--- config.mk ---
export PLATFORM = sky130hd
export DESIGN_NAME = mst_ctrl
export DESIGN_NICKNAME = d
export VERILOG_FILES = /design/src/rtl/mac_sighting_table_top_defines.svh /design/src/rtl/mst_pkg.sv /design/src/rtl/mst_ctrl.sv
export SDC_FILE = /design/constraint.sdc
export NUM_CORES = 1
export LEC_CHECK = 0
export BUFFER_PORTS_ARGS = -buffer_cell sky130_fd_sc_hd__buf_2
export CORE_AREA = 2 2 39 41
export DETAILED_ROUTE_END_ITERATION = 12
export DIE_AREA = 0 0 41 43
export GPL_ROUTABILITY_DRIVEN = 0
export PLACE_DENSITY = 0.38
export SLEW_MARGIN = 20
export SYNTH_ARGS = -nofsm -noshare
export SYNTH_HDL_FRONTEND = slang
export SYNTH_SLANG_ARGS = --single-unit
--- constraint.sdc ---
create_clock -name clk -period 3.7 [get_ports clk]
set_clock_uncertainty 0.1 [all_clocks]
set_input_delay 0.555 -clock clk [delete_from_list [all_inputs] [get_ports clk]]
set_output_delay 0.555 -clock clk [all_outputs]
set_load 0.005 [all_outputs]
--- src/rtl/mac_sighting_table_top_defines.svh ---
// assertion macros for the mac sighting table
`ifndef MAC_SIGHTING_TABLE_TOP_DEFINES_SVH
`define MAC_SIGHTING_TABLE_TOP_DEFINES_SVH

// same-cycle implication, checked on every rising edge outside reset
`define MST_ASSERT_IMPL(lbl, ante, cons, msg) \
    lbl: assert property (@(posedge clk) disable iff (!rst_n) (ante) |-> (cons)) else $error(msg);

// next-cycle implication
`define MST_ASSERT_NEXT(lbl, ante, cons, msg) \
    lbl: assert property (@(posedge clk) disable iff (!rst_n) (ante) |=> (cons)) else $error(msg);

`endif

--- src/rtl/mst_pkg.sv ---
// shared types and constants of the mac sighting table
package mst_pkg;

    localparam int TABLE_DEPTH = 64;
    localparam int IDX_W       = $clog2(TABLE_DEPTH);
    localparam int CNT_W       = $clog2(TABLE_DEPTH + 1);

    localparam int MAC_W       = 48;
    localparam int KIND_W      = 2;
    localparam int TIME_W      = 32;
    localparam int DET_W       = 32;
    localparam int CLASS_W     = 2;
    localparam int IVAL_W      = 16;
    localparam int OUT_IDX_W   = 6;
    localparam int NUM_REGS    = 4;
    localparam int REG_IDX_W   = 2;

    localparam int IN_TDATA_W  = 80;
    localparam int OUT_TDATA_W = 48;

    // frame kinds
    localparam logic [KIND_W-1:0] FRAME_BEACON = 2'd0;
    localparam logic [KIND_W-1:0] FRAME_PROBE  = 2'd1;
    localparam logic [KIND_W-1:0] FRAME_DATA   = 2'd2;
    localparam logic [KIND_W-1:0] FRAME_ACTION = 2'd3;

    // device classes
    localparam logic [CLASS_W-1:0] CLASS_UNKNOWN = 2'd0;
    localparam logic [CLASS_W-1:0] CLASS_AP      = 2'd1;
    localparam logic [CLASS_W-1:0] CLASS_DEVICE  = 2'd2;

    // configuration register indexes
    localparam logic [REG_IDX_W-1:0] REG_BEACON = 2'd0;
    localparam logic [REG_IDX_W-1:0] REG_PROBE  = 2'd1;
    localparam logic [REG_IDX_W-1:0] REG_DATA   = 2'd2;
    localparam logic [REG_IDX_W-1:0] REG_ACTION = 2'd3;

    // interval reset values
    localparam logic [IVAL_W-1:0] IVAL_RST_DEFAULT = 16'd10;
    localparam logic [IVAL_W-1:0] IVAL_RST_DATA    = 16'd5;

    // one table entry as held in the entry memory
    typedef struct packed {
        logic [MAC_W-1:0]   mac;
        logic [CLASS_W-1:0] cls;
        logic [DET_W-1:0]   count;
        logic [TIME_W-1:0]  last_log;
        logic               logged;
    } entry_t;

    localparam int ENTRY_W = $bits(entry_t);

    // controller to datapath
    typedef struct packed {
        logic start;
        logic scan;
        logic hit_load;
        logic miss_load;
        logic commit;
    } cmd_t;

    // datapath to controller
    typedef struct packed {
        logic hit;
        logic scan_end;
        logic out_free;
    } sts_t;

endpackage

--- src/rtl/mst_ctrl.sv ---
// controller of the mac sighting table: accept, scan, update
module mst_ctrl (
    input  logic          clk,
    input  logic          rst_n,
    input  logic          s_tvalid,
    output logic          s_tready,
    input  mst_pkg::sts_t sts,
    output mst_pkg::cmd_t cmd
);

    import mst_pkg::*;

    typedef enum logic [2:0] {
        ST_IDLE   = 3'b001,
        ST_SCAN   = 3'b010,
        ST_UPDATE = 3'b100
    } state_t;

    state_t state_reg;
    state_t state_next;

    always_comb
    begin
        state_next = state_reg;
        cmd        = '0;
        s_tready   = 1'b0;
        unique case (state_reg)
            ST_IDLE:
            begin
                s_tready  = 1'b1;
                cmd.start = s_tvalid;
                if (s_tvalid)
                begin
                    state_next = ST_SCAN;
                end
            end
            ST_SCAN:
            begin
                if (sts.hit)
                begin
                    cmd.hit_load = 1'b1;
                    state_next   = ST_UPDATE;
                end
                else if (sts.scan_end)
                begin
                    cmd.miss_load = 1'b1;
                    state_next    = ST_UPDATE;
                end
                else
                begin
                    cmd.scan = 1'b1;
                end
            end
            ST_UPDATE:
            begin
                // hold until the output register can take the result
                if (sts.out_free)
                begin
                    cmd.commit = 1'b1;
                    state_next = ST_IDLE;
                end
            end
            default:
            begin
                state_next = ST_IDLE;
            end
        endcase
    end

    always_ff @(posedge clk or negedge rst_n)
    begin
        if (!rst_n)
        begin
            state_reg <= ST_IDLE;
        end
        else
        begin
            state_reg <= state_next;
        end
    end

endmodule

==> results.sh, run 1 <==
export IMPL_tns_ns=0
export IMPL_intPower_mw=0.1240
export IMPL_postSynthNetCount=28
export IMPL_comb_power_share_pct=34.3
export IMPL_ios=12
export IMPL_num_vias=238
export IMPL_cp_data_required_time_ns=3.04
export IMPL_die_h_um=43
export IMPL_slew_viol_final=0
export IMPL_antenna_found_initial=0
export IMPL_hpwl_um=442.8
export IMPL_cts_made_buffers=3
export IMPL_rows=14
export IMPL_swShare_pct=35.74
export IMPL_path_clk_slew_ns=0.04
export IMPL_drive_above_1_share_pct=47.37
export IMPL_layout_nets=45
export IMPL_startpoint_type="register"
export IMPL_met1_usage_pct=8.738
export IMPL_avgViaCountPerCell=4.407
export IMPL_synth_async_reset_ratio_pct=100.0
export IMPL_ys_top_cells_by_area="dfrtp_1 25%, dfstp_2 13%, nor4b_1 13%, nor3_1 7.5%, and2_1 6.3%"
export IMPL_rrSetupSlack_ns=2.39
export IMPL_worstMarginPinSlew_ns=0.3025
export IMPL_final_area_um2=310.3
export IMPL_grt_use_total_pct=7.948
export IMPL_initial_core_util_pct=14.38
export IMPL_numPortBuffers=11
export IMPL_final_cells=54
export IMPL_final_util_pct=22.42
export IMPL_setup_viol=0
export IMPL_drtIter0Drc=4
export IMPL_ctsHtreeMaxLevel=1
export IMPL_largest_reg_flops=3
export IMPL_place_inst=49
export IMPL_use_met2_pct=10.31
export IMPL_arrival_ns=1.41
export IMPL_maxSlewHeadroom_pct=79.55
export IMPL_core_area_mm2=0.001384
export IMPL_first_global_vias=228
export IMPL_tritoncts="yes"
export IMPL_ff2ff_path_depth=3
export IMPL_peakVddDrop_mv=0.2473
export IMPL_fin_crit_sh_pct=55.77
export IMPL_antenna_cells=0
export IMPL_crit_end="cmd[1]"
export IMPL_root_buffer="clkbuf_4"
export IMPL_seqPwrFrac_pct=36.0
export IMPL_crit_fanout=5
export IMPL_pwr_share_clk_pct=29.7
export IMPL_syn_area_per_cell_um2=9.043
export IMPL_cap_violations=0
export IMPL_ctsResizeCount=0
export IMPL_grt_max_degree=9
export IMPL_whs_ns=0.4722
export IMPL_wl_um=591
export IMPL_first_pass_iters=4
export IMPL_synth_ff_type="dfrtp_1"
export IMPL_synthesis_area_um2=198.9
export IMPL_regToRegEndpoint="state_reg[0]"
export IMPL_wire_per_inst_um=10.94
export IMPL_grt_pass1_wl_um=890
export IMPL_dpl_cell_area_um2=274.0
export IMPL_synth_seq_cells=3
export IMPL_clock_latency_ns=0.23
export IMPL_synth_top_cell_area_share_pct=25.16
export IMPL_p_per_area_mw_per_mm2=621.9
export IMPL_drc=0
export IMPL_period_minus_slack_ns=2.064
export IMPL_r2r_start="state_reg[0]"
export IMPL_globalRoute_busiestLayer="met2"
export IMPL_cts_buffer_depth=2
export IMPL_numClockSinks=3
export IMPL_synth_edff_count=0
export IMPL_hold_viol_final=0
export IMPL_synth_cells=22
export IMPL_setup_worst_path_end_class="output pin"
export IMPL_fmax_mhz=484.6
export IMPL_power_leakage_nw=0.1407
export IMPL_yosysTopAreaCell="dfrtp_1"
export IMPL_ant_nets=0
export IMPL_syn_to_final_growth_pct=55.97
export IMPL_status="completed"
export IMPL_die_w_um=41
export IMPL_rsz0062_at_grt="false"
export IMPL_yosysSeqAreaShare_pct=38.36
export IMPL_startpoint="state_reg[1]"
export IMPL_switchingPower_mw=0.06897
export IMPL_dieArea_mm2=0.001763
export IMPL_grt_ovfl_total=0
export IMPL_yosysWarnings=0
export IMPL_synth_distinct_cells=15
export IMPL_use_met3_pct=3.665
export IMPL_critical_path_class="reg2out"
export IMPL_synth_common_cells="3 x nor3_1, 3 x nor4b_1, 2 x and2_1, 2 x dfrtp_1, 2 x nor2_1"
export IMPL_hold_path_class="reg2reg"
-- timing repair --
action / CTS / global route
endpoints found under the hold margin: 1 / 0
setup endpoints to repair: 0 / 0
hold buffers: 1 / 0
setup buffers: 0 / 0
-- cells by family after synthesis --
| family | count (synthesis) | synth area share [%] |
|---|---|---|
| and+or+nand+nor | 15 | 52.20 |
| AOI/OAI and AO/OA | 2 | 5.660 |
| buffers and inverters | 2 | 3.770 |
| DFF | 3 | 38.37 |
-- layer usage --
layer | wire length, um | part of all wire [%]
met5 | 0 | 0
met4 | 14 | 2.4
met3 | 84 | 14
met2 | 238 | 40
met1 | 253 | 43
-- worst min path at each step --
stage	start	to	slack (ns)	cells past startpoint
5_1_grt	state_reg[0]	state_reg[2]	0.51	1
3_5_place_dp	rst_n	state_reg[1]	0.25	1
4_1_cts	state_reg[2]	state_reg[1]	0.47	1
3_3_place_gp	rst_n	state_reg[1]	0.25	1
2_1_floorplan	rst_n	state_reg[1]	0.16	0
6_report	state_reg[2]	state_reg[1]	0.47	1
-- cell type report --
cell class                 count  area, um2
fill                         158       1074
multi-input combinational     17      115.1
sequential                     3      76.32
timing repair buffer          12      65.06
clock buffer                   4      26.28
tap                           16      20.02
inverter                       2      7.507
-- power groups by stage --
| stage | sequential [mW] | combinational, mW | clock, mW |
|---|---|---|---|
| after detailed placement | 0.0698 | 0.0661 | 0 |
| final | 0.0695 | 0.0662 | 0.0573 |
| after global routing | 0.0728 | 0.0753 | 0.0657 |
| after CTS | 0.0694 | 0.0672 | 0.0611 |
| after floorplan | 0.0638 | 0.0413 | 0 |
| after global placement | 0.0680 | 0.0654 | 0 |
-- placed cells by master (no fill, tap or decap) --
cell	synthesis	final
nor3b_1	1	1
a31oi_1	1	1
buf_2	0	11
nor4b_1	3	3
clkbuf_4	0	3
or3_1	1	1
nor2_1	2	2
inv_2	1	1
and2_1	2	2
nand3_1	1	1
or3_4	1	1
clkbuf_1	0	1
dfrtp_1	2	2
inv_1	1	1
a21oi_1	1	1
nor3_1	3	3
dlygate4sd3_1	0	1
nor3b_2	1	1
dfstp_2	1	1
-- critical path: stages, from the launching register on --
cell	delay, ns
dfrtp_1	0.42
inv_2	0.08
or3_4	0.37
nor3b_2	0.17
buf_2	0.13
-- per-stage QoR --
step	total power [mW]	setup slack [ns]
after floorplan	0.1051	2.026
after detailed placement	0.1358	1.870
after global routing	0.2137	1.553
after CTS	0.1976	1.614
after global placement	0.1333	1.912
final	0.1930	1.636
Note: power is estimated with default switching activity, not from simulation.
==> run 2: changes to the inputs <==
==> constraint.sdc (replaced) <==
create_clock -name clk -period 2.1 [get_ports clk]
set_clock_uncertainty 0.1 [all_clocks]
set_input_delay 0.315 -clock clk [delete_from_list [all_inputs] [get_ports clk]]
set_output_delay 0.315 -clock clk [all_outputs]
set_load 0.005 [all_outputs]
==> run 2 against run 1 <==
  * Cell count stayed put
  * Highest routed layer is now met3
  * Combinational power grew 72%
  * Critical path depth unchanged
  * Die area unchanged
  * Via count shrank 7.1%
==> results.sh, run 2 (synthesized netlist as in run 1, its figures left out) <==
export IMPL_cp_slowest_cell="dfrtp_1"
export IMPL_antenna_cells=0
export IMPL_peakVddDrop_mv=0.2714
export IMPL_worstHoldStart="s_tvalid"
export IMPL_fillCellCount=158
export IMPL_root_buffer="clkbuf_4"
export IMPL_dieArea_mm2=0.001763
export IMPL_r2r_start="state_reg[0]"
export IMPL_grt_use_total_pct=6.546
export IMPL_numPortBuffers=11
export IMPL_num_vias=221
export IMPL_layout_nets=45
export IMPL_startpoint_type="register"
export IMPL_path_buf_inv=2
export IMPL_setup_viol=0
export IMPL_final_cell_mix="11 x buf_2, 3 x nor3_1, 3 x nor4b_1, 3 x clkbuf_4"
export IMPL_hold_path_class="in2reg"
export IMPL_path_clk_slew_ns=0.04
export IMPL_drc=0
export IMPL_rsz0062_at_grt="false"
export IMPL_power_mw=0.3363
export IMPL_fin_crit_sh_pct=86.57
export IMPL_slew_viol_final=0
export IMPL_grt_pass1_wl_um=731
export IMPL_drtIter0Drc=0
export IMPL_rrSetupSlack_ns=0.86
export IMPL_cap_violations=0
export IMPL_first_pass_iters=1
export IMPL_avgViaCountPerCell=4.093
export IMPL_hpwl_um=423.7
export IMPL_crit_cells=4
export IMPL_fmax_mhz=550.1
export IMPL_final_cells=54
export IMPL_wire_per_inst_um=9.889
export IMPL_crit_fanout=5
export IMPL_syn_to_final_growth_pct=55.97
export IMPL_whs_path_depth=3
export IMPL_first_global_vias=198
export IMPL_antenna_found_initial=0
export IMPL_ff2ff_path_depth=3
export IMPL_drive_above_1_share_pct=47.37
export IMPL_cts_buffer_depth=2
export IMPL_die_h_um=43
export IMPL_slowest_delay_ns=0.42
export IMPL_final_area_um2=310.3
export IMPL_maxSlewHeadroom_pct=81.93
export IMPL_clock_latency_ns=0.23
export IMPL_arrival_ns=1.40
export IMPL_critPathTopFamily="simple AND/OR/NAND/NOR gates"
export IMPL_wl_um=534
export IMPL_place_inst=49
export IMPL_critical_path_class="reg2out"
export IMPL_power_leakage_nw=0.1407
export IMPL_die_w_um=41
export IMPL_initial_core_util_pct=14.38
export IMPL_regToRegEndpoint="state_reg[0]"
export IMPL_hold_path_end="state_reg[0]"
export IMPL_cts_made_buffers=3
export IMPL_grt_max_degree=9
export IMPL_hold_viol_final=0
export IMPL_ctsResizeCount=0
export IMPL_tns_ns=0
export IMPL_largest_reg_flops=3
export IMPL_grt_ovfl_total=0
export IMPL_p_per_area_mw_per_mm2=1084
export IMPL_core_area_mm2=0.001384
export IMPL_tritoncts="yes"
export IMPL_worstMarginPinSlew_ns=0.2672
export IMPL_dpl_cell_area_um2=274.0
export IMPL_ios=12
export IMPL_ant_nets=0
export IMPL_final_common_cell="buf_2"
export IMPL_startpoint="state_reg[1]"
export IMPL_numClockSinks=3
export IMPL_ctsHtreeMaxLevel=1
export IMPL_status="completed"
export IMPL_cp_data_required_time_ns=1.68
export IMPL_rows=14
export IMPL_period_minus_slack_ns=1.818
export IMPL_crit_path_cell_trace="inv_2, or3_4, nor3b_2, buf_2"
export IMPL_setup_worst_path_end_class="output pin"
## run 2: worst register-to-register path, delay by kind of cell (launching register included)
| family | cells | cell delay, ns |
|---|---|---|
| simple gates | 3 | 0.47 |
| flops | 1 | 0.58 |
## run 2: area by class of cell
cell class,instances,area [um2],share of cell area [%]
well taps,16,20.02,6.452
flip-flops and latches,3,76.32,24.60
multi-input cells,17,115.1,37.10
inverters,2,7.507,2.419
clock buffers,4,26.28,8.468
repair buffers,12,65.06,20.97
## run 2: worst max path at each step
stage / endpoint / slack (ns)
after global routing: cmd[1] / 0.24
after CTS: cmd[1] / 0.28
after detailed placement: cmd[1] / 0.54
final: cmd[1] / 0.28
after floorplan: cmd[4] / 0.67
after global placement: cmd[1] / 0.56
## run 2: stage by stage
stage	setup WS [ns]	hold slack (ns)	util [%]
floorplan	0.6661	-0.08059	-
global placement	0.5638	0.01071	19.80
detailed placement	0.5371	0.01258	19.80
CTS	0.2792	0.2770	22.42
global route	0.2386	0.2951	22.42
finish	0.2820	0.2801	22.42
## run 2: layer usage
layer	part of all wire (%)	track usage (%)
met4	0	8.000
met3	13	1.571
met1	45	7.143
met2	42	8.750
met5	0	0
## run 2: power breakdown
part / switching [mW] / total (mW) / internal (mW)
sequential: 0.0364 / 0.122 / 0.0855
combinational: 0.0522 / 0.114 / 0.0618
clock: 0.0292 / 0.100 / 0.0712
## run 2: timing repair
item,4_1_cts,5_1_grt
hold buffers,1,0
endpoints found under the hold margin,3,0
setup buffers,0,0
==> run 3: changes to the inputs <==
--- a/config.mk
+++ b/config.mk
@@ -5,6 +5,7 @@
 export SDC_FILE = /design/constraint.sdc
 export NUM_CORES = 1
 export LEC_CHECK = 0
+export ABC_AREA = 1
 export BUFFER_PORTS_ARGS = -buffer_cell sky130_fd_sc_hd__buf_2
 export CORE_AREA = 2 2 39 41
 export DETAILED_ROUTE_END_ITERATION = 12
==> run 3 against run 2 <==
  * Die area is the same
  * Largest power group is now combinational logic
  * Critical endpoint is now cmd[4]
  * Clock-buffer cell count unchanged
  * Power grew 12%
==> results.sh, run 3 <==
export IMPL_slew_viol_final=0
export IMPL_grt_pass1_wl_um=683
export IMPL_cts_buffer_depth=2
export IMPL_syn_to_final_growth_pct=54.94
export IMPL_antenna_found_initial=0
export IMPL_power_mw=0.3753
export IMPL_largest_reg_flops=3
export IMPL_worstHoldStart="s_tvalid"
export IMPL_p_per_area_mw_per_mm2=1195
export IMPL_yosysTopAreaCell="dfrtp_1"
export IMPL_critPathTopFamily="flip-flops"
export IMPL_wl_met1_um=223
export IMPL_hold_viol_final=0
export IMPL_yosysWarnings=0
export IMPL_tritoncts="yes"
export IMPL_hpwl_um=355.7
export IMPL_root_buffer="clkbuf_4"
export IMPL_tns_ns=0
export IMPL_synth_async_reset_ratio_pct=100.0
export IMPL_numPortBuffers=11
export IMPL_grt_ovfl_total=0
export IMPL_path_buf_inv=2
export IMPL_core_area_mm2=0.001384
export IMPL_arrival_ns=1.18
export IMPL_synthesis_area_um2=202.7
export IMPL_crit_fanout=4
export IMPL_clock_latency_ns=0.23
export IMPL_avgViaCountPerCell=3.377
export IMPL_layout_nets=52
export IMPL_die_w_um=41
export IMPL_synth_most_common_cell="nor2_1"
export IMPL_rows=14
export IMPL_drtIter0Drc=1
export IMPL_critical_path_class="reg2out"
export IMPL_numClockSinks=3
export IMPL_drive_above_1_share_pct=51.11
export IMPL_ant_nets=0
export IMPL_cap_violations=0
export IMPL_synth_common_cells="6 x nor2_1, 5 x inv_1, 3 x nand2_1"
export IMPL_syn_area_per_cell_um2=6.989
export IMPL_synth_top_cell_area_share_pct=24.69
export IMPL_grt_use_total_pct=5.841
export IMPL_first_pass_iters=2
export IMPL_path_clk_slew_ns=0.04
export IMPL_hold_path_class="in2reg"
export IMPL_power_leakage_nw=0.1948
export IMPL_yosysSeqAreaShare_pct=37.65
export IMPL_cp_data_required_time_ns=1.68
export IMPL_antenna_cells=0
export IMPL_postSynthNetCount=35
export IMPL_r2r_start="state_reg[0]"
export IMPL_cts_made_buffers=3
export IMPL_synth_edff_count=0
export IMPL_dr_wl_met2_um=168
export IMPL_drc=0
export IMPL_peakVddDrop_mv=0.5049
export IMPL_fmax_mhz=627.8
export IMPL_die_h_um=43
export IMPL_worstMarginPinSlew_ns=0.1313
export IMPL_startpoint_type="register"
export IMPL_dieArea_mm2=0.001763
export IMPL_first_global_vias=180
export IMPL_final_common_cell="buf_2"
export IMPL_rsz0062_at_grt="false"
export IMPL_cts_setup_buffers=0
export IMPL_synth_distinct_cells=12
export IMPL_setup_viol=0
export IMPL_wl_um=426
export IMPL_worst_slack_ns=0.5071
export IMPL_maxSlewHeadroom_pct=91.21
export IMPL_cp_slowest_cell="dfstp_2"
export IMPL_synth_seq_cells=3
export IMPL_fillCellCount=163
export IMPL_period_minus_slack_ns=1.593
export IMPL_final_cell_mix="11 x buf_2, 6 x nor2_1, 5 x inv_1"
export IMPL_crit_path_cell_trace="inv_2, nor2_2, nand2_2, nor2_1, buf_2"
export IMPL_num_vias=206
export IMPL_whs_ns=0.2816
export IMPL_synth_ff_type="dfrtp_1"
export IMPL_ctsHtreeMaxLevel=1
export IMPL_slowest_delay_ns=0.51
export IMPL_dp_slack_ns=0.7464
export IMPL_met3_length_um=33
export IMPL_ys_top_cells_by_area="dfrtp_1 25%, dfstp_2 13%, nor2_1 11%, inv_1 9.3%, nand2_2 6.2%"
export IMPL_dr_max_layer_used="met3"
export IMPL_wire_per_inst_um=6.984
export IMPL_fin_crit_sh_pct=75.85
export IMPL_initial_core_util_pct=14.65
export IMPL_ios=12
export IMPL_setup_worst_path_end_class="output pin"
export IMPL_synth_cells=29
export IMPL_startpoint="state_reg[0]"
export IMPL_status="completed"
export IMPL_grt_max_degree=5
[run 3: cell count changes after synthesis, sizes merged, moves of 3 or more]
cell | before | now
inv | 2 | 7
nand2 | 0 | 5
nor2 | 2 | 8
nor3 | 3 | 0
nor4b | 3 | 0
[run 3: layer usage]
metal | vias up | track usage, %
li1 | 121 | -
met1 | 77 | 7.792
met2 | 8 | 7.813
met3 | 0 | 4.712
met4 | 0 | 0
met5 | - | 0
[run 3: where the power goes]
| part | switching [mW] | internal [mW] | total, mW |
|---|---|---|---|
| logic | 0.106 | 0.0683 | 0.174 |
| registers | 0.0135 | 0.0895 | 0.103 |
| clock network | 0.0274 | 0.0710 | 0.0984 |
| total | 0.146 | 0.229 | 0.375 |
[run 3: tightest hold or removal path, cell delays in order]
cell	delay [ns]
buf_2	0.07
inv_1	0.05
nand3_1	0.09
o21ai_1	0.07
[run 3: cell type report]
class,count,area (um2),share of cell area (%)
Timing Repair Buffer,12,65.06,20.72
Multi-Input combinational cell,19,100.1,31.87
Tap cell,16,20.02,6.375
Inverter,7,26.28,8.367
Sequential cell,3,76.32,24.30
Clock buffer,4,26.28,8.367
[run 3: logic make-up after synthesis]
group                  synth area share [%]
AOI/OAI and AO/OA                     10.49
buffers and inverters                 12.97
and+or+nand+nor                       38.89
DFF                                   37.66
[run 3: per-stage QoR]
step | area (um2) | util (%) | instances
global placement | 277.8 | 20.07 | 56
detailed placement | 277.8 | 20.07 | 56
CTS | 314.1 | 22.69 | 61
floorplan | 202.7 | - | 29
finish | 314.1 | 22.69 | 61
global route | 314.1 | 22.69 | 61
[run 3: worst paths after layout]
check / endpoint / slack (ns) / depth (start not counted)
min in group asynchronous: state_reg[2] / 0.32 / 2
hold / removal: state_reg[0] / 0.28 / 4
hold reg to reg: state_reg[0] / 0.45 / 3
setup / recovery: cmd[4] / 0.51 / 5
setup reg to reg: state_reg[2] / 0.95 / 5
max in group asynchronous: state_reg[0] / 1.39 / 2
[run 3: timing repair]
item | CTS | global route
resized for setup | 0 | 0
hold buffers | 1 | 0
hold endpoints to repair | 3 | 0
